**config.mk**
```make
export PLATFORM = sky130hd
export DESIGN_NAME = rtbl_way_cmp
export DESIGN_NICKNAME = d
export VERILOG_FILES = /design/src/design/rtbl_pkg.sv /design/src/design/rtbl_way_cmp.sv
export SDC_FILE = /design/constraint.sdc
export NUM_CORES = 1
export LEC_CHECK = 0
export ABC_AREA = 1
export ABC_CLOCK_PERIOD_IN_PS = 2600
export BUFFER_PORTS_ARGS = -buffer_cell sky130_fd_sc_hd__clkbuf_2
export CAP_MARGIN = 20
export CORE_AREA = 2 2 73 75
export DETAILED_ROUTE_END_ITERATION = 16
export DIE_AREA = 0 0 75 77
export GPL_TIMING_DRIVEN = 1
export PLACE_DENSITY = 0.88
export SYNTH_ARGS = -nofsm -noshare
export SYNTH_HDL_FRONTEND = slang
export SYNTH_SLANG_ARGS = --single-unit
```
**constraint.sdc**
```tcl
create_clock -name vclk -period 2.6
set_clock_uncertainty 0.05 [all_clocks]
set_input_delay 0.39 -clock vclk [all_inputs]
set_output_delay 0.39 -clock vclk [all_outputs]
set_load 0.03 [all_outputs]
```
**src/design/rtbl_pkg.sv**
```systemverilog
`default_nettype none

package rtbl_pkg;

    // Geometry of the tag buffer.
    localparam int SETS      = 128;
    localparam int WAYS      = 8;
    localparam int TAG_BITS  = 48;
    localparam int ENTRIES   = SETS * WAYS;

    localparam int SET_W     = $clog2(SETS);
    localparam int WAY_W     = $clog2(WAYS);
    localparam int WAY_CNT_W = $clog2(WAYS + 1);
    localparam int RANK_W    = $clog2(WAYS);
    localparam int PIN_CNT_W = $clog2(ENTRIES + 1);

    // Stream widths, padded to whole bytes.
    localparam int IN_FIELD_W  = 2 * TAG_BITS + 1;
    localparam int IN_DATA_W   = ((IN_FIELD_W + 7) / 8) * 8;
    localparam int OUT_FIELD_W = 1 + WAY_CNT_W + 1 + 1 + PIN_CNT_W;
    localparam int OUT_DATA_W  = ((OUT_FIELD_W + 7) / 8) * 8;

    typedef enum logic [1:0] {
        OP_LOOKUP = 2'd0,
        OP_PAIR   = 2'd1,
        OP_INSERT = 2'd2,
        OP_CLEAR  = 2'd3
    } op_t;

    typedef struct packed {
        logic [TAG_BITS-1:0] tag;
        logic                pinned;
        logic [RANK_W-1:0]   rank;
    } entry_t;

    typedef entry_t [WAYS-1:0] row_t;

    localparam int ROW_W = $bits(row_t);

    // Running result of a scan over the ways of one set.
    typedef struct packed {
        logic                 found;
        logic [WAY_CNT_W-1:0] found_way;
        logic                 fits;
        logic [WAY_CNT_W-1:0] fit_cnt;
        logic                 victim_ok;
        logic [WAY_W-1:0]     victim;
        logic [RANK_W-1:0]    best_rank;
    } scan_acc_t;

    // Result beat, first field in the lowest bits.
    typedef struct packed {
        logic [PIN_CNT_W-1:0] pinned_count;
        logic                 insert_failed;
        logic                 room;
        logic [WAY_CNT_W-1:0] found_way;
        logic                 found;
    } result_t;

    function automatic row_t reset_row();
        row_t r;
        for (int w = 0; w < WAYS; w++)
        begin
            r[w].tag    = '0;
            r[w].pinned = 1'b0;
            r[w].rank   = RANK_W'(w);
        end
        return r;
    endfunction

    function automatic scan_acc_t scan_init();
        scan_acc_t a;
        a.found     = 1'b0;
        a.found_way = WAY_CNT_W'(WAYS);
        a.fits      = 1'b0;
        a.fit_cnt   = '0;
        a.victim_ok = 1'b0;
        a.victim    = '0;
        a.best_rank = '0;
        return a;
    endfunction

endpackage

`default_nettype wire

```
**src/design/rtbl_way_cmp.sv**
```systemverilog
`default_nettype none

// Shared per-way compare unit: folds one entry into the running scan result.
module rtbl_way_cmp
    import rtbl_pkg::*;
(
    input  wire entry_t              entry,
    input  wire logic [WAY_W-1:0]    way,
    input  wire logic [TAG_BITS-1:0] key_tag,
    input  wire logic [TAG_BITS-1:0] alt_tag,
    input  wire scan_acc_t           acc_in,
    output scan_acc_t                acc_out
);

    logic key_hit;
    logic alt_hit;

    assign key_hit = (entry.tag == key_tag);
    assign alt_hit = (entry.tag == alt_tag);

    always_comb
    begin
        acc_out = acc_in;
        if (key_hit && !acc_in.found)
        begin
            acc_out.found     = 1'b1;
            acc_out.found_way = WAY_CNT_W'(way);
        end
        if (!entry.pinned || key_hit)
        begin
            acc_out.fits = 1'b1;
        end
        if (!entry.pinned || key_hit || alt_hit)
        begin
            acc_out.fit_cnt = acc_in.fit_cnt + WAY_CNT_W'(1);
        end
        if (!entry.pinned && (entry.rank >= acc_in.best_rank))
        begin
            acc_out.victim_ok = 1'b1;
            acc_out.victim    = way;
            acc_out.best_rank = entry.rank;
        end
    end

endmodule

`default_nettype wire

```
==> results.json <==
{
  "run_status": "complete, no violations",
  "grt_usage_pct": 20.71,
  "ys_types": 21,
  "post-route-util_pct": 57.24,
  "drc": 0,
  "slew_headroom_pct": 82.33,
  "area_growth_pct": 54.79,
  "grt_pass1_vias": 2485,
  "irDropWorstVdd_uv": 86.75,
  "nFillCells": 519,
  "yosysTopAreaCell": "nand2_1",
  "port_buffers": 185,
  "synth_top_area_share_pct": 32.43,
  "fin_crit_sh_pct": 86.04,
  "setup_tns_ps": 0,
  "dieArea_um2": 5775,
  "hp-class": "primary input to output pin",
  "num-clock-buffers": 0,
  "grt_setup_unrepaired": "false",
  "coreArea_um2": 4977,
  "most-common-layout-cells": "clkbuf_2, nand2_1, inv_1, xnor2_1, nor2_1",
  "post_cts_buffers": 0,
  "crit_path_end": "acc_out[4]",
  "cap_violations": 0,
  "rows": 26,
  "p_sw_w": 0.0002510,
  "overflow": 0,
  "powerDensity_nw_per_um2": 169.6,
  "criticalPathCategory": "primary input to output pin",
  "cts_resized": 0,
  "antenna_found_initial": 0,
  "p_seq_share_pct": 0,
  "start_util_pct": 36.98,
  "seq_area_frac_synth_pct": 0,
  "vias": 2642,
  "final_nets": 719,
  "end_kind": "output pin",
  "diodes": 0,
  "holdPathStages": 4,
  "crit_required_ps": 2160,
  "grt_pass1_wl_um": 9811,
  "drtIter0Drc": 43,
  "syn_nets": 533,
  "p_comb_share_pct": 100.0,
  "slew_violations": 0,
  "cp.arrival_ps": 1800,
  "layout_commonest_cell": "clkbuf_2",
  "p_sw_share_pct": 51.94,
  "nFlopsAndLatches": 0,
  "p_clk_share_pct": 0,
  "p_leak_nw": 1.795,
  "avgSynthCellArea_um2": 5.098,
  "ant_nets": 0,
  "vias_per_cell": 4.296,
  "cp-start-kind": "primary input",
  "seq_area_um2": 0,
  "yosys-top-cells-area": "nand2_1, xnor2_1, inv_1, nor2_1, ha_1",
  "drt_pre_antenna_iters": 4,
  "dp_hpwl_um": 5936,
  "hold_violations": 0,
  "syn_area_um2": 1841,
  "wl_per_cell_um": 10.11,
  "wl_um": 6215,
  "ctsHoldBuffers": 0,
  "fp.dieH_um": 77,
  "tightest_slew_ps": 263.1,
  "max_freq_ghz": 0.4470,
  "cp_max_fo": 10,
  "io_pins": 185,
  "syn_inst": 361,
  "ys_warn_count": 0,
  "gp_congestion": 0.8444,
  "internal_power_w": 0.0002323,
  "layout_min_cycle_time_ps": 2237,
  "crit_path_start": "acc_in[2]",
  "drive_above_1_share_pct": 36.51,
  "grt_max_degree": 11,
  "die_x_um": 75,
  "finalSetupViolations": 0
}
-- power groups by stage --
stage          Sequential [W]  Clock, W  Combinational (W)
2_1_floorplan               0         0           0.000262
3_3_place_gp                0         0           0.000472
3_5_place_dp                0         0           0.000484
4_1_cts                     0         0           0.000487
5_1_grt                     0         0           0.000539
6_report                    0         0           0.000483
-- Yosys cell counts, types with 2 or more instances --
cell / n
xnor2_1: 66
nand3_2: 2
a21oi_1: 3
nand3b_1: 2
ha_1: 4
nor2_2: 4
nand2_1: 159
inv_2: 2
inv_1: 68
nor2_1: 28
nand3_1: 4
nand4_1: 8
mux2_2: 3
-- layer usage --
| metal | vias up | routed length (um) | share of wire (%) | global-route usage, % |
|---|---|---|---|---|
| met5 | - | 0 | 0 | 0 |
| met4 | 0 | 119 | 1.9 | 4.821 |
| met3 | 16 | 454 | 7.3 | 1.971 |
| met2 | 110 | 3222 | 52 | 39.39 |
| met1 | 1085 | 2418 | 39 | 23.79 |
| li1 | 1431 | - | - | - |
-- cells by family after synthesis --
family / Yosys count / synth area share, %
mux: 3 / 1.835
compound gates: 5 / 1.563
fa+ha+maj: 4 / 2.719
buf+inv: 71 / 14.55
xor+xnor: 67 / 31.88
simple gates: 211 / 47.45
-- through the flow --
step | total power, W | cells | hold slack [ps] | area (um^2) | worst slack (ps)
2_1_floorplan | 0.0002615 | 361 | 894.5 | 1841 | 288.4
3_3_place_gp | 0.0004719 | 615 | 1061 | 2849 | 396.3
3_5_place_dp | 0.0004840 | 615 | 1065 | 2849 | 364.1
4_1_cts | 0.0004866 | 615 | 1068 | 2849 | 363.5
5_1_grt | 0.0005390 | 615 | 1097 | 2849 | 228.7
6_report | 0.0004833 | 615 | 1068 | 2849 | 363.0
-- how the worst min path moves through the flow --
stage                     startpoint          end  slack (ps)
after global routing      acc_in[13]  acc_out[13]        1100
after CTS                  acc_in[6]   acc_out[6]        1070
after global placement     acc_in[6]   acc_out[6]        1060
after floorplan           acc_in[15]  acc_out[15]         890
after detailed placement   acc_in[6]   acc_out[6]        1070
final                      acc_in[6]   acc_out[6]        1070
-- critical path, cell delays in order --
cell and delay [ps]:
clkbuf_2 80, inv_1 50, ha_1 300, a21oi_1 160, a31o_2 280, mux2_2 360, clkbuf_2 180
-- layout make-up --
class,instances,area (um^2),area share [%]
Timing Repair Buffer,185,925.9,32.50
Multi-Input combinational cell,290,1573,55.20
Tap cell,70,87.58,3.074
Inverter,70,262.8,9.223
Note: power is estimated with default switching activity, not from simulation.
