[config.mk]
export PLATFORM = sky130hd
export DESIGN_NAME = rtbl_ram
export DESIGN_NICKNAME = d
export VERILOG_FILES = /design/src/design/rtbl_ram.sv
export SDC_FILE = /design/constraint.sdc
export NUM_CORES = 1
export LEC_CHECK = 0
export BUFFER_PORTS_ARGS = -buffer_cell sky130_fd_sc_hd__buf_4
export CORE_ASPECT_RATIO = 2
export CORE_MARGIN = 10
export CORE_UTILIZATION = 50
export DETAILED_ROUTE_END_ITERATION = 16
export GPL_TIMING_DRIVEN = 0
export MAX_ROUTING_LAYER = met4
export PLACE_DENSITY = 0.77
export SLEW_MARGIN = 5
export SYNTH_ARGS = -nofsm -noshare
export SYNTH_HDL_FRONTEND = slang
export SYNTH_SLANG_ARGS = --single-unit
[constraint.sdc]
create_clock -name clk -period 4.51 [get_ports clk]
set_clock_uncertainty 0.2 [all_clocks]
set_input_delay 0.6765 -clock clk [delete_from_list [all_inputs] [get_ports clk]]
set_output_delay 0.6765 -clock clk [all_outputs]
set_load 0.005 [all_outputs]
[src/design/rtbl_ram.sv]
`default_nettype none

module rtbl_ram #(
    parameter int WIDTH = 8,
    parameter int DEPTH = 16
) (
    input  wire logic                                   clk,
    input  wire logic                                   wr_en,
    input  wire logic [((DEPTH > 1) ? $clog2(DEPTH) : 1)-1:0] wr_addr,
    input  wire logic [WIDTH-1:0]                       wr_data,
    input  wire logic                                   rd_en,
    input  wire logic [((DEPTH > 1) ? $clog2(DEPTH) : 1)-1:0] rd_addr,
    output logic      [WIDTH-1:0]                       rd_data
);

    logic [WIDTH-1:0] mem [DEPTH];

    always_ff @(posedge clk)
    begin
        if (wr_en)
        begin
            mem[wr_addr] <= wr_data;
        end
        if (rd_en)
        begin
            rd_data <= mem[rd_addr];
        end
    end

endmodule

`default_nettype wire

==> results.sh, run 1 <==
export IMPL_async_flop_share=0
export IMPL_fin_tns_setup_ps=0
export IMPL_worst_slack_ps=2040
export IMPL_drtIter0Drc=237
export IMPL_yosysUniqueCellTypes=18
export IMPL_r2r_cells=3
export IMPL_synth_edf_count=136
export IMPL_cts_sinks=136
export IMPL_critPathBufInv=1
export IMPL_r2r_slack_ps=2710
export IMPL_whs_path_depth=1
export IMPL_cts_buffers=17
export IMPL_ys_seq_area_frac=0.781
export IMPL_num_fill_cells=758
export IMPL_grt_pass1_vias=2529
export IMPL_drv_cap=0
export IMPL_critPathTopFamily="simple AND/OR/NAND/NOR gates"
export IMPL_insertion_delay_ps=410
export IMPL_start_kind="primary input"
export IMPL_track_usage=0.145
export IMPL_slowest_delay_ps=980
export IMPL_synth_warning_count=0
export IMPL_seq_power_share=0.492
export IMPL_r2r_start="mem[1][3]"
export IMPL_root_buffer="clkbuf_16"
export IMPL_wl_per_cell_um=23.6
export IMPL_dp_cells=389
export IMPL_postCtsHoldBufs=0
export IMPL_critical_path_cell_count=3
export IMPL_hold_end="rd_data[7]"
export IMPL_r2r_end="rd_data[3]"
export IMPL_grt_setup_unrepaired="no"
export IMPL_coreArea_um2=10100
export IMPL_multiInputGateArea_um2=1060
export IMPL_status="finished clean"
export IMPL_p_int_mw=2.35
export IMPL_crit_path_end_kind="register"
export IMPL_post_synth_cell_area_avg_um2=22.8
export IMPL_slew_headroom=0.149
export IMPL_cp_arrival_ps=2290
export IMPL_syn_nets=248
export IMPL_antenna_found_initial=0
export IMPL_syn_inst=229
export IMPL_ant_nets=0
export IMPL_grt_max_degree=17
export IMPL_row_count=52
export IMPL_synth_top_area_cell="edfxtp_1"
export IMPL_setup_viol_count_final=0
export IMPL_path_class="in2reg"
export IMPL_cts_setup_buffers=0
export IMPL_ys_ff_latch=136
export IMPL_slew_violations=0
export IMPL_swShare=0.193
export IMPL_clockBufferDepth=2
export IMPL_io_buffers=25
export IMPL_final_cells=420
export IMPL_tightest_slew_ps=1270
export IMPL_nets=292
export IMPL_htreeDepth=4
export IMPL_combPwrFrac=0.048
export IMPL_ff_latch_area_um2=4080
export IMPL_grt_pass1_wl_mm=15.3
export IMPL_hp_class="in2reg"
export IMPL_dp_hpwl_mm=6.73
export IMPL_synth_top_cells_by_area="edfxtp_1, mux4_2, mux4_1, a22oi_1, nor2_1"
export IMPL_gp_congestion=0.869
export IMPL_fmaxAchievable_ghz=0.404
export IMPL_worst_path_max_fanout=8
export IMPL_clkTransAtPathRegs_ps=50
export IMPL_period_share=0.549
export IMPL_die_x_um=92.3
export IMPL_p_leak_nw=2.06
export IMPL_cts_resized=0
export IMPL_diodes=0
export IMPL_layout_drive_gt1_share=0.295
export IMPL_fin_crit_ps=2470
export IMPL_dieArea_um2=15200
export IMPL_drcViolationCount=0
export IMPL_ios=27
export IMPL_synth_flop_cell="edfxtp_1"
export IMPL_clkPwrFrac=0.460
export IMPL_drt_first_pass_iters=5
export IMPL_slowest_stage="nor3_1"
export IMPL_hold_start="rd_en"
export IMPL_p_per_area_nw_per_um2=471
export IMPL_vias_per_cell=5.75
export IMPL_hold_viol_final=0
export IMPL_tritoncts="yes"
export IMPL_dieHeight_um=165
export IMPL_initial_core_util=0.515
export IMPL_yosys_top_cells_count="edfxtp_1, mux4_2, a22oi_1"
export IMPL_vias=2414
export IMPL_cp_cell_sequence="buf_4 -> or3b_2 -> nor3_1"
export IMPL_fin_area_um2=6170
export IMPL_syn2layout_area_growth_pct=18.1
export IMPL_cp_required_ps=4330
export IMPL_synth_top_area_share=0.781
export IMPL_switchingPower_mw=0.562
export IMPL_netlist_area_um2=5230
export IMPL_place_area_um2=5580
export IMPL_irDropWorstVdd_v=0.000418
export IMPL_grt_overflow_total=0
export IMPL_pre_cts_slack_ps=1580
export IMPL_totalWireLength_mm=9.92
export IMPL_yosys_cell_count_top_type="edfxtp_1"
cells by family (layout without fill, tap and decap cells):
family / count (synthesis) / count (layout) / synth area share
flip-flops: 136 / 136 / 0.781
AND/OR/NAND/NOR: 35 / 35 / 0.0314
AO/OA/AOI/OAI: 16 / 16 / 0.0230
buffers and inverters: 10 / 66 / 0.0165
multiplexers: 32 / 32 / 0.148
worst reg2reg max path, delay by kind of cell (launching register included):
family	cells	cell delay, ps
flip-flops	1	360
AO/OA/AOI/OAI	1	310
multiplexers	1	570
AND/OR/NAND/NOR	1	100
flip-flops by register name, summed over array words and instances, names as in the netlist:
name,count
mem,128
rd_data,8
metal layers:
layer,share of wire,track usage
met1,0.35,0.146
met2,0.56,0.246
met3,0.057,0.0423
met4,0.038,0.0769
met5,0,-
worst max path at each step:
stage	start	end	slack, ps
after floorplan	wr_addr[2]	mem[0][0]	2140
after global placement	wr_addr[2]	mem[0][1]	1630
after detailed placement	wr_addr[2]	mem[0][3]	1580
after CTS	wr_addr[2]	mem[0][7]	2010
after global routing	wr_addr[2]	mem[0][7]	1980
final	wr_addr[2]	mem[0][7]	2040
area by class of cell:
cell class	instances	share of cell area
Sequential cell	136	0.662
Multi-Input combinational cell	83	0.172
Clock buffer	17	0.0689
Timing Repair Buffer	25	0.0304
Tap cell	135	0.0274
Clock inverter	14	0.0255
Buffer	10	0.0140
per-stage QoR:
step | util | hold WS, ps | power [mW]
2_1_floorplan | - | 505 | 1.53
3_3_place_gp | 0.550 | 540 | 1.59
3_5_place_dp | 0.550 | 544 | 1.60
4_1_cts | 0.608 | 327 | 2.93
5_1_grt | 0.608 | 336 | 3.00
6_report | 0.608 | 338 | 2.91
power by group through the flow:
| stage | registers, mW | logic [mW] | clock network (mW) |
|---|---|---|---|
| after detailed placement | 1.46 | 0.142 | 0 |
| after floorplan | 1.46 | 0.0719 | 0 |
| after global placement | 1.45 | 0.138 | 0 |
| after global routing | 1.43 | 0.150 | 1.42 |
| after CTS | 1.43 | 0.142 | 1.35 |
| final | 1.43 | 0.140 | 1.34 |
layout by cell type (no fill, tap or decap), drive strengths merged:
cell type	n
clkinvlp	3
and2b	1
a22oi	16
bufinv	3
nor2	13
edfxtp	136
and2	1
nand3	1
mux4	32
nor3	4
or3b	1
nand2b	2
nand2	9
buf	32
nand3b	2
nor2b	1
inv	1
clkbuf	17
clkdlybuf4s25	3
clkinv	7
(Power assumes the default switching activity.)
==> run 2, diff against run 1 <==
PLACE_DENSITY = 0.8   (was 0.77)
clock period = 2.07 ns   (was 4.51 ns; I/O delays follow)
==> results.sh, run 2 (same netlist as run 1, synthesis figures left out) <==
export IMPL_syn2layout_area_growth_pct=18.1
export IMPL_drtIter0Drc=217
export IMPL_endpoint="mem[4][4]"
export IMPL_cp_startpoint="wr_addr[3]"
export IMPL_nets=293
export IMPL_p_leak_nw=2.05
export IMPL_dieHeight_um=165
export IMPL_cts_buffers=17
export IMPL_slew_violations=0
export IMPL_status="finished clean"
export IMPL_hold_slack_ps=29.9
export IMPL_htreeDepth=4
export IMPL_cts_setup_buffers=0
export IMPL_final_core_util=0.608
export IMPL_ios=27
export IMPL_tritoncts="yes"
export IMPL_ff_latch_area_um2=4080
export IMPL_io_buffers=25
export IMPL_initial_core_util=0.515
export IMPL_fmaxAchievable_ghz=0.534
export IMPL_row_count=52
export IMPL_cp_cell_sequence="buf_4 -> nand3b_1 -> nor3_1"
export IMPL_multiInputGateArea_um2=1070
export IMPL_hold_viol_final=0
export IMPL_drv_cap=0
export IMPL_fin_crit_ps=1870
export IMPL_antenna_found_initial=0
export IMPL_wl_per_cell_um=23.5
export IMPL_slew_headroom=0.119
export IMPL_start_kind="primary input"
export IMPL_diodes=0
export IMPL_coreArea_um2=10100
export IMPL_num_fill_cells=712
export IMPL_path_class="in2reg"
export IMPL_p_total_mw=6.28
export IMPL_dieArea_um2=15200
export IMPL_final_common_cell="edfxtp_1"
export IMPL_totalWireLength_mm=9.89
export IMPL_slowest_delay_ps=1030
export IMPL_slowest_stage="nor3_1"
export IMPL_period_share=0.905
export IMPL_cts_sinks=136
export IMPL_dp_hpwl_mm=6.68
export IMPL_ant_nets=0
export IMPL_largestRegisters="mem (128), rd_data (8)"
export IMPL_worst_slack_ps=197
export IMPL_vias=2466
export IMPL_r2r_cells=3
export IMPL_hp_class="in2reg"
export IMPL_gp_congestion=0.847
export IMPL_r2r_start="mem[1][1]"
export IMPL_insertion_delay_ps=410
export IMPL_cp_arrival_ps=1690
export IMPL_mostFrequentLayoutCells="edfxtp_1, buf_4, mux4_2"
export IMPL_cp_required_ps=1880
export IMPL_die_x_um=92.3
export IMPL_clkTransAtPathRegs_ps=50
export IMPL_pre_cts_slack_ps=-474
export IMPL_tightest_slew_ps=1310
export IMPL_setup_viol_count_final=0
export IMPL_drt_first_pass_iters=4
export IMPL_root_buffer="clkbuf_16"
export IMPL_regMostFlops="mem"
export IMPL_grt_pass1_wl_mm=15.2
export IMPL_vias_per_cell=5.86
export IMPL_worst_path_max_fanout=8
export IMPL_grt_pass1_vias=2577
export IMPL_largest_reg_flops=128
export IMPL_crit_path_end_kind="register"
export IMPL_grt_overflow_total=0
export IMPL_p_per_area_nw_per_um2=1020
export IMPL_irDropWorstVdd_v=0.000766
export IMPL_r2r_end="rd_data[1]"
export IMPL_grt_setup_unrepaired="no"
export IMPL_drcViolationCount=0
export IMPL_track_usage=0.143
export IMPL_layout_drive_gt1_share=0.276
export IMPL_grt_max_degree=17
export IMPL_r2r_slack_ps=340
export IMPL_clockBufferDepth=2
-- run 2: cell types whose count changed in the layout (fill, tap and decap cells not counted), sizes merged --
| cell | delta |
|---|---|
| clkbuf | +3 |
| clkinv | -2 |
| dlygate4sd3 | +1 |
| inv | -1 |
-- run 2: worst min-delay path by stage --
stage,slack [ps],endpoint,cells after the start,from
2_1_floorplan,210,mem[0][0],0,wr_data[0]
3_3_place_gp,380,rd_data[0],1,rd_en
3_5_place_dp,380,rd_data[4],1,rd_en
4_1_cts,10,mem[6][5],1,wr_data[5]
5_1_grt,30,mem[7][6],1,wr_data[6]
6_report,30,mem[10][2],1,wr_data[2]
-- run 2: where the power goes --
part | internal (mW) | switching (mW)
registers | 3.11 | 0.0149
logic | 0.138 | 0.170
clock network | 1.86 | 0.993
total | 5.10 | 1.18
-- run 2: routing by layer --
layer	up-vias	GRT usage	routed length, um
li1	1068	-	-
met1	1271	0.145	3510
met2	104	0.237	5410
met3	23	0.0377	515
met4	0	0.0966	454
met5	-	-	0
-- run 2: metrics by stage --
step                      TNS, ps  std cells  instance area, um2
after floorplan                 0        229                5230
after global placement     -10150        389                5580
after detailed placement   -10950        389                5580
after CTS                       0        421                6170
after global routing            0        421                6170
final                           0        421                6170
-- run 2: cell type report --
class                   instances  share of cell area
clock inverters                11              0.0213
well taps                     135              0.0274
plain buffers                  10              0.0140
clock buffers                  20              0.0707
repair buffers                 26              0.0320
multi-input cells              83               0.173
flip-flops and latches        136               0.662
-- run 2: timing repair --
action                                 CTS  global route
setup endpoints to repair                8             0
hold buffers                             1             0
gates resized for setup                  1             0
endpoints found under the hold margin    8             0
-- run 2: critical path, delay by kind of cell --
kind	cells	cell delay [ps]
simple gates	2	1250
buf+inv	1	120
==> run 3, diff against run 2 <==
CELL_PAD_IN_SITES_DETAIL_PLACEMENT = 1   (was default)
CELL_PAD_IN_SITES_GLOBAL_PLACEMENT = 1   (was default)
CORE_UTILIZATION = 48   (was 50)
PLACE_DENSITY = 0.84   (was 0.8)
==> results.sh, run 3 (same netlist as run 1, synthesis figures left out) <==
export IMPL_setup_viol_count_final=0
export IMPL_p_int_mw=5.25
export IMPL_clkPwrFrac=0.474
export IMPL_dieArea_um2=15700
export IMPL_tightest_slew_ps=878
export IMPL_dp_cells=391
export IMPL_drv_cap=0
export IMPL_cp_cell_sequence="mux4_1 -> a22oi_1 -> nand2_1"
export IMPL_slowest_stage="mux4_1"
export IMPL_initial_core_util=0.493
export IMPL_syn2layout_area_growth_pct=19.1
export IMPL_wl_per_cell_um=26.3
export IMPL_row_count=53
export IMPL_ant_nets=0
export IMPL_cp_arrival_ps=1740
export IMPL_tritoncts="yes"
export IMPL_path_class="reg2reg"
export IMPL_p_per_area_nw_per_um2=1050
export IMPL_final_core_util=0.587
export IMPL_start_kind="register"
export IMPL_vias=2399
export IMPL_p_total_mw=6.53
export IMPL_regMostFlops="mem"
export IMPL_cts_sinks=136
export IMPL_slew_violations=0
export IMPL_worst_path_max_fanout=1
export IMPL_fmaxAchievable_ghz=0.560
export IMPL_status="finished clean"
export IMPL_irDropWorstVdd_v=0.000861
export IMPL_largestRegisters="mem (128), rd_data (8)"
export IMPL_totalWireLength_mm=11.2
export IMPL_diodes=0
export IMPL_mostFrequentLayoutCells="edfxtp_1, buf_4, mux4_2"
export IMPL_die_x_um=93.8
export IMPL_track_usage=0.156
export IMPL_gp_congestion=0.784
export IMPL_drtIter0Drc=137
export IMPL_largest_reg_flops=128
export IMPL_hp_class="in2reg"
export IMPL_seq_power_share=0.478
export IMPL_clkTransAtPathRegs_ps=60
export IMPL_grt_max_degree=17
export IMPL_nets=293
export IMPL_hold_viol_final=0
export IMPL_grt_pass1_vias=2680
export IMPL_vias_per_cell=5.66
export IMPL_insertion_delay_ps=410
export IMPL_cts_setup_buffers=0
export IMPL_antenna_found_initial=0
export IMPL_root_buffer="clkbuf_16"
export IMPL_combPwrFrac=0.048
export IMPL_cp_required_ps=2020
export IMPL_grt_pass1_wl_mm=16.9
export IMPL_ios=27
export IMPL_final_common_cell="edfxtp_1"
export IMPL_grt_setup_unrepaired="no"
export IMPL_r2r_slack_ps=290
export IMPL_num_fill_cells=906
export IMPL_slowest_delay_ps=580
export IMPL_htreeDepth=4
export IMPL_switchingPower_mw=1.29
export IMPL_fin_crit_ps=1780
export IMPL_dp_hpwl_mm=7.35
export IMPL_io_buffers=25
export IMPL_fin_tns_setup_ps=0
export IMPL_period_share=0.862
export IMPL_p_leak_nw=2.07
export IMPL_coreArea_um2=10600
export IMPL_final_cells=424
export IMPL_drt_first_pass_iters=4
export IMPL_swShare=0.197
export IMPL_drcViolationCount=0
export IMPL_grt_overflow_total=0
export IMPL_cts_buffers=17
export IMPL_clockBufferDepth=2
export IMPL_layout_drive_gt1_share=0.300
export IMPL_crit_path_end_kind="register"
export IMPL_dieHeight_um=168
export IMPL_slew_headroom=0.413
-- run 3: cell count changes in the layout (fill, tap and decap cells not counted), sizes merged --
cell,change
bufinv,+1
clkbuf,-1
inv,+1
-- run 3: through the flow --
step	setup WS, ps	instance area, um2	hold slack, ps
finish	285	6230	27.9
floorplan	66.6	5230	209
CTS	168	6220	15.3
detailed placement	-523	5590	393
global placement	-472	5590	384
global route	229	6230	27.3
-- run 3: what timing repair did --
item / in CTS / in global routing
hold buffers: 1 / 0
setup endpoints to repair: 8 / 0
gates resized for setup: 1 / 0
hold endpoints to repair: 8 / 0
-- run 3: layer usage --
| layer | track usage | share of wire | vias to the layer above |
|---|---|---|---|
| li1 | - | - | 1071 |
| met1 | 0.165 | 0.36 | 1238 |
| met2 | 0.262 | 0.56 | 76 |
| met3 | 0.0390 | 0.051 | 14 |
| met4 | 0.0764 | 0.031 | 0 |
| met5 | - | 0 | - |
-- run 3: power groups by stage --
stage | combinational (mW) | sequential (mW) | clock [mW]
2_1_floorplan | 0.157 | 3.17 | 0
3_3_place_gp | 0.302 | 3.17 | 0
3_5_place_dp | 0.315 | 3.18 | 0
4_1_cts | 0.320 | 3.12 | 3.15
5_1_grt | 0.342 | 3.12 | 3.28
6_report | 0.314 | 3.12 | 3.10
-- run 3: final timing paths --
check,start,end,cells after the start
min,wr_data[6],mem[4][6],1
max reg2reg,mem[1][3],rd_data[3],3
max,mem[1][3],rd_data[3],3
min reg2reg,mem[14][3],rd_data[3],3
-- run 3: cell type report --
| cell class | count | area [um2] | area share |
|---|---|---|---|
| flip-flops and latches | 136 | 4080 | 0.656 |
| multi-input cells | 83 | 1080 | 0.173 |
| clock buffers | 19 | 433 | 0.0695 |
| repair buffers | 26 | 198 | 0.0317 |
| clock inverters | 13 | 178 | 0.0285 |
| well taps | 137 | 171 | 0.0275 |
| plain buffers | 10 | 86.3 | 0.0139 |
-- run 3: worst max-delay path: cells and delay by family, from the launching register on --
family	cells	cell delay, ps
muxes	1	580
and+or+nand+nor	1	90
AOI/OAI and AO/OA	1	290
DFF	1	360
