**src/design/rtbl_pkg.sv**
```systemverilog
`default_nettype none

package rtbl_pkg;

    // Geometry of the tag buffer.
    localparam int SETS      = 128;
    localparam int WAYS      = 8;
    localparam int TAG_BITS  = 48;
    localparam int ENTRIES   = SETS * WAYS;

    localparam int SET_W     = $clog2(SETS);
    localparam int WAY_W     = $clog2(WAYS);
    localparam int WAY_CNT_W = $clog2(WAYS + 1);
    localparam int RANK_W    = $clog2(WAYS);
    localparam int PIN_CNT_W = $clog2(ENTRIES + 1);

    // Stream widths, padded to whole bytes.
    localparam int IN_FIELD_W  = 2 * TAG_BITS + 1;
    localparam int IN_DATA_W   = ((IN_FIELD_W + 7) / 8) * 8;
    localparam int OUT_FIELD_W = 1 + WAY_CNT_W + 1 + 1 + PIN_CNT_W;
    localparam int OUT_DATA_W  = ((OUT_FIELD_W + 7) / 8) * 8;

    typedef enum logic [1:0] {
        OP_LOOKUP = 2'd0,
        OP_PAIR   = 2'd1,
        OP_INSERT = 2'd2,
        OP_CLEAR  = 2'd3
    } op_t;

    typedef struct packed {
        logic [TAG_BITS-1:0] tag;
        logic                pinned;
        logic [RANK_W-1:0]   rank;
    } entry_t;

    typedef entry_t [WAYS-1:0] row_t;

    localparam int ROW_W = $bits(row_t);

    // Running result of a scan over the ways of one set.
    typedef struct packed {
        logic                 found;
        logic [WAY_CNT_W-1:0] found_way;
        logic                 fits;
        logic [WAY_CNT_W-1:0] fit_cnt;
        logic                 victim_ok;
        logic [WAY_W-1:0]     victim;
        logic [RANK_W-1:0]    best_rank;
    } scan_acc_t;

    // Result beat, first field in the lowest bits.
    typedef struct packed {
        logic [PIN_CNT_W-1:0] pinned_count;
        logic                 insert_failed;
        logic                 room;
        logic [WAY_CNT_W-1:0] found_way;
        logic                 found;
    } result_t;

    function automatic row_t reset_row();
        row_t r;
        for (int w = 0; w < WAYS; w++)
        begin
            r[w].tag    = '0;
            r[w].pinned = 1'b0;
            r[w].rank   = RANK_W'(w);
        end
        return r;
    endfunction

    function automatic scan_acc_t scan_init();
        scan_acc_t a;
        a.found     = 1'b0;
        a.found_way = WAY_CNT_W'(WAYS);
        a.fits      = 1'b0;
        a.fit_cnt   = '0;
        a.victim_ok = 1'b0;
        a.victim    = '0;
        a.best_rank = '0;
        return a;
    endfunction

endpackage

`default_nettype wire

```
**src/design/rtbl_update.sv**
```systemverilog
`default_nettype none

// Builds the new contents of a set for an insert: pin, refresh or replace.
module rtbl_update
    import rtbl_pkg::*;
(
    input  wire row_t                row_in,
    input  wire scan_acc_t           acc,
    input  wire logic [TAG_BITS-1:0] tag,
    input  wire logic                pin,
    output row_t                     row_out,
    output logic                     pin_inc,
    output logic                     failed
);

    row_t              row_mid;
    logic              do_touch;
    logic [WAY_W-1:0]  tgt;
    logic [RANK_W-1:0] tgt_rank;

    always_comb
    begin
        row_mid  = row_in;
        do_touch = 1'b0;
        pin_inc  = 1'b0;
        failed   = 1'b0;
        tgt      = acc.victim;
        if (acc.found)
        begin
            tgt = acc.found_way[WAY_W-1:0];
            if (pin)
            begin
                pin_inc             = !row_in[tgt].pinned;
                row_mid[tgt].pinned = 1'b1;
            end
            else
            begin
                do_touch = !row_in[tgt].pinned;
            end
        end
        else if (!acc.victim_ok)
        begin
            failed = 1'b1;
        end
        else
        begin
            row_mid[tgt].tag    = tag;
            row_mid[tgt].pinned = pin;
            pin_inc             = pin;
            do_touch            = !pin;
        end
    end

    assign tgt_rank = row_mid[tgt].rank;

    // Ages every unpinned entry younger than the target, then makes it the newest.
    always_comb
    begin
        row_out = row_mid;
        if (do_touch)
        begin
            for (int w = 0; w < WAYS; w++)
            begin
                if (!row_mid[w].pinned && (row_mid[w].rank < tgt_rank))
                begin
                    row_out[w].rank = row_mid[w].rank + RANK_W'(1);
                end
            end
            row_out[tgt].rank = '0;
        end
    end

endmodule

`default_nettype wire

```
**config.mk**
```make
export PLATFORM = sky130hd
export DESIGN_NAME = rtbl_update
export DESIGN_NICKNAME = d
export VERILOG_FILES = /design/src/design/rtbl_pkg.sv /design/src/design/rtbl_update.sv
export SDC_FILE = /design/constraint.sdc
export NUM_CORES = 1
export LEC_CHECK = 0
export BUFFER_PORTS_ARGS = -buffer_cell sky130_fd_sc_hd__buf_2
export CAP_MARGIN = 20
export CORE_AREA = 2 2 355 357
export DETAILED_ROUTE_END_ITERATION = 10
export DIE_AREA = 0 0 357 359
export GPL_ROUTABILITY_DRIVEN = 0
export GPL_TIMING_DRIVEN = 0
export SYNTH_ARGS = -nofsm -noshare
export SYNTH_HDL_FRONTEND = slang
export SYNTH_SLANG_ARGS = --single-unit
```
**constraint.sdc**
```tcl
create_clock -name vclk -period 4
set_clock_uncertainty 0.1 [all_clocks]
set_input_delay 0.6 -clock vclk [all_inputs]
set_output_delay 0.6 -clock vclk [all_outputs]
set_load 0.005 [all_outputs]
```
==> run summary, run 1 <==
status -> finished, final reports clean
routed len/inst -> 37.2 um
Crit Path Class -> input pin to output pin
crit end category -> output pin
Synth area leader -> mux2_2
fmax -> 0.251 GHz
share of layout cells above drive strength 1 -> 83.1%
Area Overhead vs Synth -> 109%
Critical Path Source Type -> input pin
most frequent cells in the layout -> buf_2, mux2_2, nand2_1
Final Cycle Share -> 99.4%
initial antenna violation count -> 211
I/O pins -> 900
fin crit period -> 3.98 ns
maximum vdd drop -> 0.0510 mV
# DRC -> 0
Max Slew Vio Count -> 0
# Max-Cap Violations -> 0
sequential share of the synthesized area -> 0%
Leak Pwr -> 6.08 nW
pwr/cell area -> 116 nW/um2
Setup Viol. Count Final -> 0
worst-path fanout max -> 10
hold path startpoint -> row_in[66]
DRT Pass-1 Iters -> 11
Synth top area share -> 66.5%
die width -> 357 um
Seq Cell Count -> 0
average cell area after synthesis -> 8.97 um2
Port Buffers -> 887
final net count -> 2132
GR Util All Layers -> 18.4%
Slew Limit Headroom -> 25.3%
Die ar. -> 128000 um2
Via density -> 3.76
worst hold path stage count -> 3
first-pass GRT wire length -> 147000 um
Net Count, Synth -> 1227
Multi-input gate area -> 6280 um2
post-place setup slack -> -0.608 ns
Netlist cell types -> 62
core area -> 125000 um2
vias in the first global route -> 11000
Routed Antenna Nets -> 0
Fillers -> 14600
unrepaired setup endpoints after global routing -> true
Critical Path RT -> 3.30 ns
DP HPWL -> 115000 um
DR iter-0 viols -> 1480
pin count of the biggest net entering global routing -> 11
hold violation total from the final report -> 0
clock buffers -> 0
WP data arrival -> 3.28 ns
Cell Area, Synth -> 6540 um2
final wirelength -> 125000 um
total number of vias -> 12700
Syn Inst Count -> 729
Ys Warns -> 0
Starting Density -> 5.25%
Hold Path Sink -> row_out[66]
row cnt -> 130
GRT overflow -> 0
setup ws final -> 0.0233 ns
Least-Margin Pin Slew -> 1.12 ns
Synth area leaders -> mux2_2, ha_1, a21oi_1
die height -> 359 um
post-route core utilization -> 10.9%
FF+latch area -> 0 um2
most common cell after layout, fill and taps aside -> buf_2
Hold Path Class -> input pin to output pin
area by class of cell:
cell class                      instances  area share (%)
Timing Repair Buffer                  903            34.3
Inverter                               25           0.688
Buffer                                 55            2.18
Multi-Input combinational cell        649            46.1
Antenna cell                           87            1.60
Tap cell                             1650            15.1
what timing repair did:
item                       4_1_cts  5_1_grt
hold buffers                     0        0
setup buffers                    2        1
gates resized for setup         29       24
pin swaps                        1        7
cloned                           0        0
setup endpoints to repair      170       79
Yosys cell counts, types with 3 or more instances:
master and n:
mux2_2 386, a21oi_1 26, nand2_1 25, inv_1 24, o21ai_0 24, clkbuf_1 22
nor3_1 20, buf_1 18, ha_1 16, nor2_1 15, o31ai_1 9, or3_1 9
buf_2 8, nand2b_1 8, o221ai_1 8, a41oi_1 6, o311ai_0 6, a2bb2oi_1 5
buf_6 5, mux2i_1 5, nand4_1 5, o22ai_1 5, a21o_1 4, and3_1 4
nor3_2 4, o211a_1 4, o311a_1 4, or2_2 4, or4_1 4, a31oi_1 3
nand3_1 3, o41ai_1 3
cell families after synthesis:
family	share of synthesized area [%]
multiplexers	68.5
adder cells (fa/ha/maj)	3.23
AO/OA/AOI/OAI	13.4
buffers and inverters	5.40
AND/OR/NAND/NOR	9.47
per-stage QoR:
| step | power (W) | TNS (ns) | cells | cell area (um2) | hold slack, ns |
|---|---|---|---|---|---|
| global placement | 0.00148 | -96.22 | 3266 | 13000 | 1.39 |
| CTS | 0.00153 | 0 | 3280 | 13300 | 1.39 |
| floorplan | 0.000533 | 0 | 729 | 6540 | 1.13 |
| finish | 0.00158 | 0 | 3369 | 13600 | 1.39 |
| detailed placement | 0.00151 | -47.77 | 3278 | 13200 | 1.39 |
| global route | 0.00163 | -0.00279 | 3344 | 13600 | 1.40 |
metal layers:
| layer | part of all wire, % | vias up | routed length [um] | track usage, % |
|---|---|---|---|---|
| met1 | 32 | 5826 | 40000 | 17.7 |
| met2 | 43 | 1375 | 54000 | 28.5 |
| met4 | 4.4 | 180 | 5550 | 5.82 |
| met5 | 1.6 | - | 1980 | 6.15 |
| met3 | 19 | 502 | 23800 | 15.4 |
| li1 | - | 4780 | - | - |
where the power goes:
group	switching, W	leakage [nW]	internal, W
clock	0	0.000551	0.00000000279
combinational	0.000927	6.08	0.000655
sequential	0	0	0
total	0.000927	6.08	0.000655
worst max-delay path, stage by stage:
cell and delay, ns:
buf_2 0.14, buf_4 0.19, nand3b_1 0.18, and2_4 0.22, o22ai_2 0.08, nor3_2 0.27, nor2_4 0.11, buf_4 0.16
ha_4 0.15, nor3_4 0.22, inv_2 0.06, or4_1 0.50, a21oi_1 0.14, buf_2 0.23
worst max path at each step:
stage | from | end
finish | acc[13] | row_out[312]
floorplan | acc[4] | row_out[314]
detailed placement | acc[3] | row_out[383]
global placement | acc[16] | row_out[333]
CTS | acc[16] | row_out[195]
global route | acc[4] | row_out[314]
Power figures use the tool's default switching activity.
==> run 2: changes to the inputs <==
ABC_AREA = 1   (was not set)
CORE_AREA = 2 2 351 353   (was 2 2 355 357)
DIE_AREA = 0 0 353 355   (was 0 0 357 359)
==> run summary, run 2 <==
hold violation total from the final report -> 0 (unchanged)
Non-Filler Instances -> 3925 (was 3369)
WP data arrival -> 3.39 ns (was 3.28 ns)
Multi-input gate area -> 5790 um2 (was 6280 um2)
Hold Path Sink -> row_out[74] (was row_out[66])
crit end category -> output pin (unchanged)
fin crit period -> 4.09 ns (was 3.98 ns)
# Max-Cap Violations -> 0 (unchanged)
first-pass GRT wire length -> 159000 um (was 147000 um)
Area Overhead vs Synth -> 123% (was 109%)
routed len/inst -> 33.6 um (was 37.2 um)
setup ws final -> -0.0868 ns (was 0.0233 ns)
most frequent cells in the layout -> buf_2, nand2_1, o21ai_0 (was buf_2, mux2_2, nand2_1)
Via density -> 3.96 (was 3.76)
sequential share of the synthesized area -> 0% (unchanged)
unrepaired setup endpoints after global routing -> true (unchanged)
Fillers -> 14500 (was 14600)
Port Buffers -> 889 (was 887)
row cnt -> 128 (was 130)
Max Slew Vio Count -> 0 (unchanged)
Seq Cell Count -> 0 (unchanged)
total number of vias -> 15500 (was 12700)
number of buffers and inverters on the critical path -> 7 (was 5)
setup_tns -> -0.105 ns (was 0 ns)
fmax -> 0.245 GHz (was 0.251 GHz)
Critical Path Max Stage Delay -> 0.71 ns (was 0.50 ns)
FF+latch area -> 0 um2 (unchanged)
post-place setup slack -> -0.988 ns (was -0.608 ns)
most common cell after layout, fill and taps aside -> buf_2 (unchanged)
average cell area after synthesis -> 4.69 um2 (was 8.97 um2)
Setup Viol. Count Final -> 3 (was 0)
Critical Path Source Type -> input pin (unchanged)
die height -> 355 um (was 359 um)
violated checks -> setup timing
Synth area leaders -> o21ai_0, nand2_1, inv_1 (was mux2_2, ha_1, a21oi_1)
worst-path fanout max -> 10 (unchanged)
most frequent cell after synthesis -> nand2_1 (was mux2_2)
Worst path top cell family by delay -> buffers and inverters (was simple AND/OR/NAND/NOR gates)
Hold Path Class -> input pin to output pin (unchanged)
Final Cycle Share -> 102% (was 99.4%)
Synth top area share -> 31.8% (was 66.5%)
final wirelength -> 132000 um (was 125000 um)
I/O pins -> 900 (unchanged)
Least-Margin Pin Slew -> 1.04 ns (was 1.12 ns)
Cell Area, Synth -> 6180 um2 (was 6540 um2)
Finished Cell Area -> 13800 um2 (was 13600 um2)
instance count on the critical path -> 10 (was 14)
dpl cell area -> 12800 um2 (was 13200 um2)
Syn Inst Count -> 1318 (was 729)
DP HPWL -> 118000 um (was 115000 um)
Starting Density -> 5.09% (was 5.25%)
worst path cell trace -> buf_2 -> inv_1 -> nand2_1 -> nor3_1 -> clkinvlp_4 -> buf_4 -> buf_4 -> clkbuf_1 -> o21ai_0 -> buf_2 (was buf_2 -> buf_4 -> nand3b_1 -> and2_4 -> o22ai_2 -> nor3_2 -> nor2_4 -> buf_4 -> ha_4 -> nor3_4 -> inv_2 -> or4_1 -> a21oi_1 -> buf_2)
pin count of the biggest net entering global routing -> 17 (was 11)
Commonest cells post-synth -> nand2_1, o21ai_0, inv_1 (was mux2_2, a21oi_1, nand2_1)
Net Count, Synth -> 1816 (was 1227)
Critical Path RT -> 3.30 ns (about the same)
Netlist cell types -> 29 (was 62)
core area -> 121000 um2 (was 125000 um2)
vias in the first global route -> 13900 (was 11000)
share of layout cells above drive strength 1 -> 48.9% (was 83.1%)
clock buffers -> 0 (unchanged)
status -> complete, but fails checks (was finished, final reports clean)
CP max-delay cell -> o21ai_0 (was or4_1)
Slew Limit Headroom -> 30.4% (was 25.3%)
CTS Hold Bufs -> 0 (unchanged)
Leak Pwr -> 7.43 nW (was 6.08 nW)
DRT Pass-1 Iters -> 7 (was 11)
final net count -> 2744 (was 2132)
GR Util All Layers -> 19.6% (was 18.4%)
Ys Warns -> 0 (unchanged)
maximum vdd drop -> 0.0472 mV (was 0.0510 mV)
Synth area leader -> o21ai_0 (was mux2_2)
DR iter-0 viols -> 1798 (was 1480)
worst hold path stage count -> 4 (was 3)
initial antenna violation count -> 168 (was 211)
die width -> 353 um (was 357 um)
placed insts -> 3838 (was 3278)
# DRC -> 0 (unchanged)
pwr/cell area -> 130 nW/um2 (was 116 nW/um2)
Die ar. -> 125000 um2 (was 128000 um2)
Routed Antenna Nets -> 0 (unchanged)
GRT overflow -> 0 (unchanged)
hold path startpoint -> row_in[74] (was row_in[66])
Crit Path Class -> input pin to output pin (unchanged)
[run 2: changes by cell type in the layout (fill, tap and decap cells not counted), sizes merged, moves of 18 or more]
cell    delta
nand2    +490
buf       +18
mux2     -387
nand3     +65
nor2      +39
clkbuf    +35
diode     -31
inv       +99
o21ai    +378
[run 2: cells by family (layout without fill, tap and decap cells)]
| logic type | after synthesis | in the layout | synth area share (%) |
|---|---|---|---|
| simple gates | 657 | 657 | 46.7 |
| compound gates | 431 | 431 | 36.1 |
| buf+inv | 214 | 1140 | 14.0 |
| fa+ha+maj | 16 | 16 | 3.24 |
| other cells | 0 | 56 | 0 |
[run 2: area by class of cell]
class / instances / area share (%)
Antenna cell: 56 / 1.02
Multi-Input combinational cell: 1104 / 42.0
Inverter: 128 / 3.67
Timing Repair Buffer: 928 / 35.5
Tap cell: 1625 / 14.8
Buffer: 84 / 3.04
[run 2: metrics by stage]
step           hold WS, ns  utilization [%]  power [W]
4_1_cts               1.37             10.8    0.00170
5_1_grt               1.40             11.3    0.00190
3_3_place_gp          1.37             10.4    0.00163
6_report              1.37             11.3    0.00180
2_1_floorplan         1.14                -   0.000562
3_5_place_dp          1.37             10.5    0.00164
[run 2: worst max-delay path by stage]
| stage | startpoint | to |
|---|---|---|
| 2_1_floorplan | acc[16] | row_out[2] |
| 3_3_place_gp | acc[3] | row_out[93] |
| 3_5_place_dp | acc[5] | row_out[2] |
| 4_1_cts | acc[16] | row_out[104] |
| 5_1_grt | acc[16] | row_out[261] |
| 6_report | acc[3] | row_out[136] |
[run 2: what timing repair did]
action / in CTS / in global routing
resized for setup: 60 / 103
gates cloned: 0 / 0
buffers inserted: 19 / 13
endpoints found under the setup margin: 282 / 45
pin swaps: 16 / 53
[run 2: power by group]
part	total, W	internal, W	switching (W)
clock network	0.00000000102	0.00000000102	0
registers	0	0	0
logic	0.00180	0.000634	0.00116
total	0.00180	0.000634	0.00116
[run 2: tightest hold or removal path, delay by kind of cell]
family / cells / cell delay [ns]
buffers and inverters: 2 / 0.18
AO/OA/AOI/OAI: 1 / 0.05
AND/OR/NAND/NOR: 1 / 0.04
[run 2: per-layer routing]
layer	up-vias	GRT usage, %	part of all wire, %
met3	465	12.1	15
met2	1480	30.1	42
met4	130	7.67	5.4
li1	6266	-	-
met1	7188	21.7	36
met5	-	1.32	0.92
==> run 3: changes to the inputs <==
GPL_TIMING_DRIVEN = 1   (was 0)
==> run summary, run 3 (synthesized netlist as in run 2, its figures left out) <==
total number of vias -> 14700 (was 15500)
CP max-delay cell -> nor4_2 (was o21ai_0)
DR iter-0 viols -> 1480 (was 1798)
Gate power share -> 100.0% (about the same)
worst hold path stage count -> 4 (unchanged)
die height -> 355 um (unchanged)
Max Slew Vio Count -> 0 (unchanged)
Fillers -> 14600 (was 14500)
final net count -> 2687 (was 2744)
WHS -> 1.37 ns (about the same)
fmax -> 0.259 GHz (was 0.245 GHz)
hold violation total from the final report -> 0 (unchanged)
Flop pwr share -> 0% (about the same)
GR Util All Layers -> 17.2% (was 19.6%)
core area -> 121000 um2 (unchanged)
Finished Cell Area -> 13100 um2 (was 13800 um2)
row cnt -> 128 (unchanged)
number of buffers and inverters on the critical path -> 6 (was 7)
CTS Hold Bufs -> 0 (unchanged)
Leak Pwr -> 7.30 nW (was 7.43 nW)
Starting Density -> 5.09% (unchanged)
Clock power frac -> 0% (about the same)
internal power component -> 0.000589 W (was 0.000634 W)
Multi-input gate area -> 5380 um2 (was 5790 um2)
DRT Pass-1 Iters -> 8 (was 7)
pwr/cell area -> 119 nW/um2 (was 130 nW/um2)
switching part of the total -> 62.2% (was 64.7%)
placed insts -> 3811 (was 3838)
Routed Antenna Nets -> 0 (unchanged)
Critical Path RT -> 3.30 ns (about the same)
first-pass GRT wire length -> 141000 um (was 159000 um)
Total Power -> 0.00156 W (was 0.00180 W)
Final Cycle Share -> 96.3% (was 102%)
DP HPWL -> 103000 um (was 118000 um)
net switching power -> 0.000968 W (was 0.00116 W)
Setup Viol. Count Final -> 0 (was 3)
initial antenna violation count -> 188 (was 168)
dpl cell area -> 12800 um2 (about the same)
GRT overflow -> 0 (unchanged)
Via density -> 3.81 (was 3.96)
Critical Path Source Type -> input pin (unchanged)
Crit Path Class -> input pin to output pin (unchanged)
routed len/inst -> 29.6 um (was 33.6 um)
final wirelength -> 115000 um (was 132000 um)
Non-Filler Instances -> 3873 (was 3925)
hold path startpoint -> row_in[233] (was row_in[74])
worst path cell trace -> buf_8 -> buf_4 -> nand2_4 -> nand2_4 -> nand2_1 -> nor2_1 -> nor4_2 -> buf_4 -> o2111ai_2 -> buf_6 -> ha_1 -> inv_1 -> o2111ai_1 -> nor2_2 -> nand2_2 -> o21ai_1 -> nor2_1 -> buf_2 (was buf_2 -> inv_1 -> nand2_1 -> nor3_1 -> clkinvlp_4 -> buf_4 -> buf_4 -> clkbuf_1 -> o21ai_0 -> buf_2)
share of layout cells above drive strength 1 -> 47.7% (was 48.9%)
# DRC -> 0 (unchanged)
Worst path top cell family by delay -> simple AND/OR/NAND/NOR gates (was buffers and inverters)
most frequent cells in the layout -> buf_2, nand2_1, o21ai_0 (unchanged)
status -> finished, final reports clean (was complete, but fails checks)
Slew Limit Headroom -> 29.9% (was 30.4%)
Die ar. -> 125000 um2 (unchanged)
I/O pins -> 900 (unchanged)
# Max-Cap Violations -> 0 (unchanged)
Port Buffers -> 891 (was 889)
WP data arrival -> 3.15 ns (was 3.39 ns)
Hold Path Sink -> row_out[233] (was row_out[74])
Seq Cell Count -> 0 (unchanged)
maximum vdd drop -> 0.0363 mV (was 0.0472 mV)
worst-path fanout max -> 11 (was 10)
Area Overhead vs Synth -> 111% (was 123%)
unrepaired setup endpoints after global routing -> false (was true)
Critical Path Max Stage Delay -> 0.39 ns (was 0.71 ns)
Hold Path Class -> input pin to output pin (unchanged)
vias in the first global route -> 12900 (was 13900)
crit end category -> output pin (unchanged)
fin crit period -> 3.85 ns (was 4.09 ns)
Least-Margin Pin Slew -> 1.05 ns (was 1.04 ns)
clock buffers -> 0 (unchanged)
pin count of the biggest net entering global routing -> 75 (was 17)
FF+latch area -> 0 um2 (unchanged)
die width -> 353 um (unchanged)
most common cell after layout, fill and taps aside -> buf_2 (unchanged)
-- run 3: cell types whose count changed in the layout (fill, tap and decap cells not counted), moves of 9 or more --
cell / delta
clkbuf_1: -49
buf_4: +31
nor2_4: -13
buf_6: -12
o21ai_0: +10
nand2_1: +9
nor2_1: +9
o2111ai_4: -9
-- run 3: repair_timing --
| action | in CTS | in global routing |
|---|---|---|
| gates cloned | 0 | 0 |
| pin swaps | 3 | 6 |
| setup endpoints to repair | 24 | 19 |
| buffers inserted | 0 | 1 |
| resized for setup | 6 | 14 |
-- run 3: worst max path at each step --
stage / cells after the start / from / endpoint / slack [ns]
4_1_cts: 19 / acc[16] / row_out[53] / 0.00002
2_1_floorplan: 17 / acc[16] / row_out[2] / 0.51
3_5_place_dp: 18 / acc[16] / row_out[105] / -0.34
3_3_place_gp: 19 / acc[16] / row_out[54] / -0.30
5_1_grt: 17 / acc[4] / row_out[52] / 0.004
6_report: 18 / acc[16] / row_out[312] / 0.15
-- run 3: final cells by class --
cell class         count  share of cell area [%]
repair buffers       955                    38.3
inverters            128                    3.81
well taps           1625                    15.6
diodes                61                    1.17
multi-input cells   1104                    41.1
-- run 3: metrics by stage --
stage               utilization (%)  setup TNS, ns  setup WS, ns
floorplan                         -              0         0.509
global placement               10.6          -3.18        -0.296
detailed placement             10.6          -4.46        -0.338
CTS                            10.6              0     0.0000226
global route                   10.7              0       0.00414
finish                         10.8              0         0.146
-- run 3: layer usage --
metal / vias up / global-route usage [%] / wire length (um)
met5: - / 0 / 1230
met3: 402 / 12.6 / 20200
met1: 6788 / 18.5 / 40000
met2: 1219 / 27.7 / 49800
met4: 176 / 2.12 / 3410
li1: 6152 / - / -
-- run 3: worst min-delay path, delay by kind of cell --
kind                   cells  cell delay [ns]
and+or+nand+nor            1             0.04
buffers and inverters      2             0.18
AOI/OAI and AO/OA          1             0.05
-- run 3: power by group through the flow --
stage               logic (W)  clock network, W  registers, W
floorplan            0.000562                 0             0
global placement      0.00155                 0             0
detailed placement    0.00156                 0             0
CTS                   0.00157                 0             0
global route          0.00169    0.000000000303             0
finish                0.00156    0.000000000783             0
